==> src/hdl/dpb_pkg.sv <==
`timescale 1ns / 1ps
// ----------------------------------------------------------------------------
// dpb_pkg: shared types and constants for the depth pixel back-projection unit
// Item formats, register map, reset values, sampling grid bounds and the
// per-stage enable bundle passed to the projection lanes.
// ----------------------------------------------------------------------------
package dpb_pkg;

   // field widths
   localparam int ROW_W   = 10;
   localparam int COL_W   = 11;
   localparam int DEPTH_W = 16;
   localparam int COST_W  = 16;
   localparam int RECIP_W = 24;
   localparam int POINT_W = 16;

   // fraction bits of the reciprocal focal lengths
   localparam int FRAC_BITS = 24;

   // image bounds
   localparam int MAX_ROWS = 1024;
   localparam int MAX_COLS = 2048;

   // sampling grid: three row bands with column steps 3, 5 and 10
   localparam int BAND3_LO  = 240;
   localparam int BAND3_HI  = 279;
   localparam int BAND5_LO  = 282;
   localparam int BAND5_HI  = 317;
   localparam int BAND10_LO = 322;

   // configuration port
   localparam int CSR_IDX_W  = 3;
   localparam int CSR_DATA_W = 24;

   localparam logic [CSR_IDX_W-1:0] CSR_CENTER_X      = 3'd0;
   localparam logic [CSR_IDX_W-1:0] CSR_CENTER_Y      = 3'd1;
   localparam logic [CSR_IDX_W-1:0] CSR_RECIP_FOCAL_X = 3'd2;
   localparam logic [CSR_IDX_W-1:0] CSR_RECIP_FOCAL_Y = 3'd3;
   localparam logic [CSR_IDX_W-1:0] CSR_DEPTH_FAR     = 3'd4;
   localparam logic [CSR_IDX_W-1:0] CSR_DEPTH_NEAR    = 3'd5;

   // register reset values
   localparam logic [COL_W-1:0]   RST_CENTER_X  = 11'd423;
   localparam logic [ROW_W-1:0]   RST_CENTER_Y  = 10'd239;
   localparam logic [RECIP_W-1:0] RST_RECIP_FX  = 24'd39476;
   localparam logic [RECIP_W-1:0] RST_RECIP_FY  = 24'd39476;
   localparam logic [DEPTH_W-1:0] RST_DEPTH_FAR = 16'd6000;
   localparam logic [DEPTH_W-1:0] RST_DEPTH_NEAR = 16'd100;

   typedef struct packed {
      logic [ROW_W-1:0]   pixel_row;
      logic [COL_W-1:0]   pixel_col;
      logic [DEPTH_W-1:0] depth_mm;
      logic [COST_W-1:0]  cost_level;
   } dpb_req_type;

   typedef struct packed {
      logic signed [POINT_W-1:0] point_x_mm;
      logic signed [POINT_W-1:0] point_y_mm;
      logic [DEPTH_W-1:0]        point_z_mm;
   } dpb_rsp_type;

   // load enables for pipeline stages 2..5
   typedef struct packed {
      logic en2;
      logic en3;
      logic en4;
      logic en5;
   } dpb_stage_en_type;

endpackage

==> src/hdl/dpb_proj_lane.sv <==
`timescale 1ns / 1ps
// ----------------------------------------------------------------------------
// dpb_proj_lane: one axis of the pinhole back-projection
// Computes floor((coord - center) * depth * recip / 2^24) saturated to int16
// over four register stages: offset, depth product, reciprocal product,
// round and saturate.
// ----------------------------------------------------------------------------
module dpb_proj_lane #(
   parameter int COORD_W = 11
) (
   input  logic                                clock,
   input  dpb_pkg::dpb_stage_en_type           stage_en,
   input  logic [COORD_W-1:0]                  coord,
   input  logic [COORD_W-1:0]                  center,
   input  logic [dpb_pkg::DEPTH_W-1:0]         depth,
   input  logic [dpb_pkg::RECIP_W-1:0]         recip,
   output logic signed [dpb_pkg::POINT_W-1:0]  result
);
   import dpb_pkg::*;

   localparam int PROD_W = COORD_W + DEPTH_W;
   localparam int MAG_W  = PROD_W + RECIP_W;
   localparam int QUO_W  = MAG_W - FRAC_BITS + 1;

   localparam logic [QUO_W-1:0] POS_LIMIT = QUO_W'(32767);
   localparam logic [QUO_W-1:0] NEG_LIMIT = QUO_W'(32768);

   logic                      neg_in;
   logic [COORD_W-1:0]        diff_in;
   logic                      neg2_ff, neg3_ff, neg4_ff;
   logic [COORD_W-1:0]        diff2_ff;
   logic [PROD_W-1:0]         prod3_ff;
   logic [MAG_W-1:0]          mag4_ff;
   logic [QUO_W-1:0]          quo;
   logic signed [POINT_W-1:0] result_in;
   logic signed [POINT_W-1:0] result_ff;

   // offset from principal point as sign and magnitude
   assign neg_in  = coord < center;
   assign diff_in = neg_in ? center - coord : coord - center;

   // stage 2: offset
   always_ff @(posedge clock) begin
      if (stage_en.en2) begin
         neg2_ff  <= neg_in;
         diff2_ff <= diff_in;
      end
   end

   // stage 3: offset times depth
   always_ff @(posedge clock) begin
      if (stage_en.en3) begin
         neg3_ff  <= neg2_ff;
         prod3_ff <= PROD_W'(diff2_ff) * PROD_W'(depth);
      end
   end

   // stage 4: times reciprocal focal length
   always_ff @(posedge clock) begin
      if (stage_en.en4) begin
         neg4_ff <= neg3_ff;
         mag4_ff <= MAG_W'(prod3_ff) * MAG_W'(recip);
      end
   end

   // floor toward minus infinity: negative magnitudes round up
   assign quo = QUO_W'(mag4_ff[MAG_W-1:FRAC_BITS])
              + QUO_W'(neg4_ff && (|mag4_ff[FRAC_BITS-1:0]));

   always_comb begin
      if (neg4_ff) begin
         if (quo > NEG_LIMIT) begin
            result_in = signed'(POINT_W'(NEG_LIMIT));
         end else begin
            result_in = signed'(POINT_W'(QUO_W'(0) - quo));
         end
      end else begin
         if (quo > POS_LIMIT) begin
            result_in = signed'(POINT_W'(POS_LIMIT));
         end else begin
            result_in = signed'(quo[POINT_W-1:0]);
         end
      end
   end

   // stage 5: saturated result
   always_ff @(posedge clock) begin
      if (stage_en.en5) begin
         result_ff <= result_in;
      end
   end

   assign result = result_ff;

endmodule

==> config.mk <==
export PLATFORM = sky130hd
export DESIGN_NAME = dpb_proj_lane
export DESIGN_NICKNAME = d
export VERILOG_FILES = /design/src/hdl/dpb_pkg.sv /design/src/hdl/dpb_proj_lane.sv
export SDC_FILE = /design/constraint.sdc
export NUM_CORES = 2
export LEC_CHECK = 0
export BUFFER_PORTS_ARGS = -buffer_cell sky130_fd_sc_hd__buf_4
export CAP_MARGIN = 15
export CORE_MARGIN = 10
export CORE_UTILIZATION = 55
export DETAILED_ROUTE_END_ITERATION = 12
export PLACE_DENSITY = 0.81
export SETUP_SLACK_MARGIN = 0.3
export SYNTH_ARGS = -nofsm -noshare
export SYNTH_HDL_FRONTEND = slang
export SYNTH_SLANG_ARGS = --single-unit
==> constraint.sdc <==
create_clock -name clock -period 8.5 [get_ports clock]
set_input_delay 1.275 -clock clock [delete_from_list [all_inputs] [get_ports clock]]
set_output_delay 1.275 -clock clock [all_outputs]
set_load 0.1 [all_outputs]
-- Word level (Yosys, flattened, before mapping)
Index checks and enable logic that the tools add are counted.
- add/subtract/negate cells: 4
- $mul: 2
- $lt $le $gt $ge: 3
- multiplexer cells: 4
- reduce and logical (&&, ||, !) cells: 2
- operator list (operator ; count):
    $mul 27x24->51 ; 1
    $mux 16 ; 3
    $add 27x1->28 ; 1
    $gt 28x15->1 const B ; 1
    $gt 28x16->1 const B ; 1
    $mul 11x16->27 ; 1
    $reduce_or 24->1 ; 1
    $sub 11x11->11 ; 2
    $sub 1x16->16 const A ; 1
    $lt 11x11->1 ; 1
    $mux 11 ; 1
    $logic_and 1x1->1 ; 1
- register bits after elaboration: 108
- input port bits: 67
- output and inout bits: 16
- word-level logic and storage cells: 22

-- Logic depth before layout (Yosys ltp)
- depth in word-level cells: 6
- gate-level depth with buffers: 28
- depth with buffers taken out: 25

-- Worst setup path after synthesis
No wires, ideal clock.
- path kind: input -> register
- from: input recip[3] (netlist bit)
- to: register mag4_ff[47], data pin
- setup time: 0.259 ns
- arrival time: 7.614 ns
- data required time: 8.241 ns
- setup slack: 0.628 ns
- cell stages on the path: 24
- path buffers: 2
- path through: clkbuf_1 -> clkbuf_1 -> nand2_1 -> fa_1 -> inv_1 -> fa_1 -> inv_1 -> fa_1 -> fa_1 -> fa_1 -> inv_1 -> fa_1 -> inv_1 -> fa_1 -> inv_1 -> ha_1 -> nand4_1 -> or3_1 -> o2111ai_1 -> o211ai_1 -> o31a_1 -> o41ai_2 -> a31oi_1 -> xnor2_1
- word-level cells in the longest chain between the ends: 1
- ends and longest elaborated chain (what ; line ; text):
    from (decl) ; dpb_proj_lane.sv:16 ; input logic [dpb_pkg::RECIP_W-1:0] recip,
    $mul 27x24->51 ; dpb_proj_lane.sv:62 ; mag4_ff <= MAG_W'(prod3_ff) * MAG_W'(recip);
    to (signal assigned) ; dpb_proj_lane.sv:62 ;
    to (decl) ; dpb_proj_lane.sv:33 ; logic [MAG_W-1:0] mag4_ff;
Every way passes these cells.
A chain may end at the register's enable or synchronous reset.

-- Final worst setup path
- from: register prod3_ff[21]
- to: register mag4_ff[50], data pin
- word-level cells in the longest chain between the ends: 1
- ends and longest elaborated chain (what ; line ; text):
    from (decl) ; dpb_proj_lane.sv:32 ; logic [PROD_W-1:0] prod3_ff;
    from (signal assigned) ; dpb_proj_lane.sv:54 ; prod3_ff <= PROD_W'(diff2_ff) * PROD_W'(depth);
    $mul 27x24->51 ; dpb_proj_lane.sv:62 ;
Every way passes these cells.

==> metrics <==
outcome finished clean; initial antenna violation count 2; initial core utilization 55.6%; Final setup viols 0; R2R setup slack 0.58 ns; CTS tree done; Register-to-Register Path Depth 20; WS Path Type reg -> reg; Syn Area/Cell 9.22 um2; post-route setup slack 0.579 ns; gr ovfl total 0; routability cong. 0.923; commonest non-fill, non-tap cell in the layout inv_1; worst setup path start prod3_ff[21]; dpl ws 0.193 ns; area grow syn2layout 4.81%; IO buf count 82; Synth cell types 76; WL/cell 18.3 um; skew final 0.0216 ns; clock sink count 108; syn_nets 4487; cts-stage hold buffer count 0; Pins Over Slew Limit 0; commonest non-fill, non-tap cells in the layout inv_1, fa_1, nand2_1; ys async rst share 0%; number of synthesized flops with an enable pin 108; prevailing post-synth register cell edfxtp_1; vias in the first global route 25300; critical path data required time 8.63 ns; largest net degree at the start of global routing 53; Via density 5.56; Vias 23400; GRT Total Usage 23.6%; clk_lat worst skew 0.40 ns; FF-to-FF Start prod3_ff[21]; CP startpoint kind flop; slew of the pin with the lowest slew margin 1.31 ns; setup_tns 0 ns; RSZ-0062 raised after global routing no; Worst Path Max Fanout 24; crit share post-route 93.2%; boundary pin count 83; Max clock buf depth 2; Mapped Cells 3478; worst hold margin 0.446 ns; Seq/Total Area, Yosys 10.1%; Final Hold Fails 0; yosys warns 0; chip width 262 um; min-delay worst type reg -> reg; DR DRC count 0; Site Rows 88; die area 0.0684 mm2; synthesized flop and latch total 108; DRT Pass-1 Iters 6; H-Tree Depth 3; Crit. End Element flop; worst setup path endpoint mag4_ff[50]; Post-Route WL 76.9 mm; Min Clock Period, post-route 7.92 ns; Root Driver clkbuf_16; Detail Placement HPWL 61.1 mm; Worst Path Arrival 8.06 ns; layout cells sized above 1 4.93%; drt initial violations 1894; Die Ht 262 um; max-cap viol count 0; FMAX 126 MHz; Synth Cell Area 0.0321 mm2; Post-layout nets 4451; Worst Hold Depth 0; Rel. slew slack 12.9%; Worst-path clk slew 0.10 ns; Core Box Area 0.0577 mm2; first-pass GRT wire length 129 mm; worst reg2reg path endpoint mag4_ff[50]; post-route ant nets 0; total CTS buffers 9
routing by layer:
layer / GRT usage [%] / vias to the layer above / part of all wire [%]
met4: 7.53 / 4 / 3.2
met1: 30.0 / 11800 / 39
met3: 5.86 / 217 / 9.7
li1: - / 10400 / -
met2: 39.1 / 1036 / 48
met5: 0 / - / 0.043
synthesized netlist by cell type (all sizes together) (4+ instances only):
master,n,area share [%]
or2,4,0.078
clkbuf,152,1.8
and3,13,0.27
a21boi,4,0.094
and4,5,0.14
nor3,27,0.42
a31oi,9,0.18
and2,401,7.8
a31o,5,0.14
nor2b,17,0.33
o211ai,6,0.14
o21a,12,0.28
a21o,44,1.0
nor4,11,0.28
a311oi,10,0.27
o21ai,47,0.73
o21bai,21,0.49
ha,267,10
a21oi,84,1.4
nand4,23,0.47
o41ai,4,0.13
edfxtp,108,10
nand3,27,0.44
xor2,26,0.71
fa,675,42
nand2,478,5.6
o31a,4,0.11
a211oi,7,0.16
inv,782,9.2
buf,13,0.27
nand2b,11,0.21
or3,8,0.16
mux2i,13,0.41
xnor2,68,1.9
nor2,58,0.73
how the worst min path moves through the flow:
stage,from,to,slack (ns)
2_1_floorplan,neg2_ff,neg3_ff,0.40
3_3_place_gp,neg2_ff,neg3_ff,0.46
3_5_place_dp,neg2_ff,neg3_ff,0.45
4_1_cts,neg2_ff,neg3_ff,0.45
5_1_grt,neg2_ff,neg3_ff,0.46
6_report,neg2_ff,neg3_ff,0.45
area by class of cell:
class                      instances  area, um2
timing repair buffer             118        948
clock buffer                       9        225
clock inverter                     7       86.3
multi-input combinational       2423      25200
tap                              765        957
sequential                       108       3240
fill                            4876      24100
inverter                         782       2940
antenna                            2       5.00
flip-flops by register name, indices dropped and copies added (netlist names):
register and cells:
neg4_ff 1, result 16, prod3_ff 27, diff2_ff 11, neg3_ff 1, neg2_ff 1, mag4_ff 51
timing repair:
action | in CTS | in global routing
gates resized for setup | 0 | 1
setup endpoints to repair | 0 | 2
endpoints found under the hold margin | 0 | 0
buffers inserted | 0 | 1
cell families (layout without fill, tap and decap cells):
family                   Yosys count  count (layout)  synth area share, %
other                              0               2                    0
buffers and inverters            947             916                 11.3
flip-flops                       108             108                 10.1
XOR/XNOR                          94              94                 2.57
multiplexers                      15              15                0.476
adder cells (fa/ha/maj)          942             942                 52.5
AND/OR/NAND/NOR                 1091            1091                 17.2
AO/OA/AOI/OAI                    281             281                 5.84
metrics by stage:
stage | cell area (um2) | instances | util, %
6_report | 33600 | 4214 | 58.3
3_3_place_gp | 33200 | 4191 | 57.6
4_1_cts | 33500 | 4207 | 58.1
3_5_place_dp | 33200 | 4191 | 57.6
5_1_grt | 33600 | 4212 | 58.3
2_1_floorplan | 32100 | 3478 | -
critical path, stage by stage (launching register included):
cell and delay, ns:
edfxtp_1 1.15, nand2_1 0.23, fa_1 0.59, inv_1 0.05
fa_1 0.48, inv_1 0.05, fa_1 0.51, fa_1 0.57
inv_1 0.06, fa_1 0.46, fa_1 0.52, fa_1 0.47
ha_1 0.45, nand3_1 0.17, or3_1 0.38, o22ai_1 0.17
o21ai_0 0.12, a31o_2 0.25, a211oi_1 0.47, a21oi_1 0.12
or3b_1 0.36
Power is left out: the tool's default activity adds up to more than one toggle a clock period on the data nets, which glitch-free logic cannot reach.
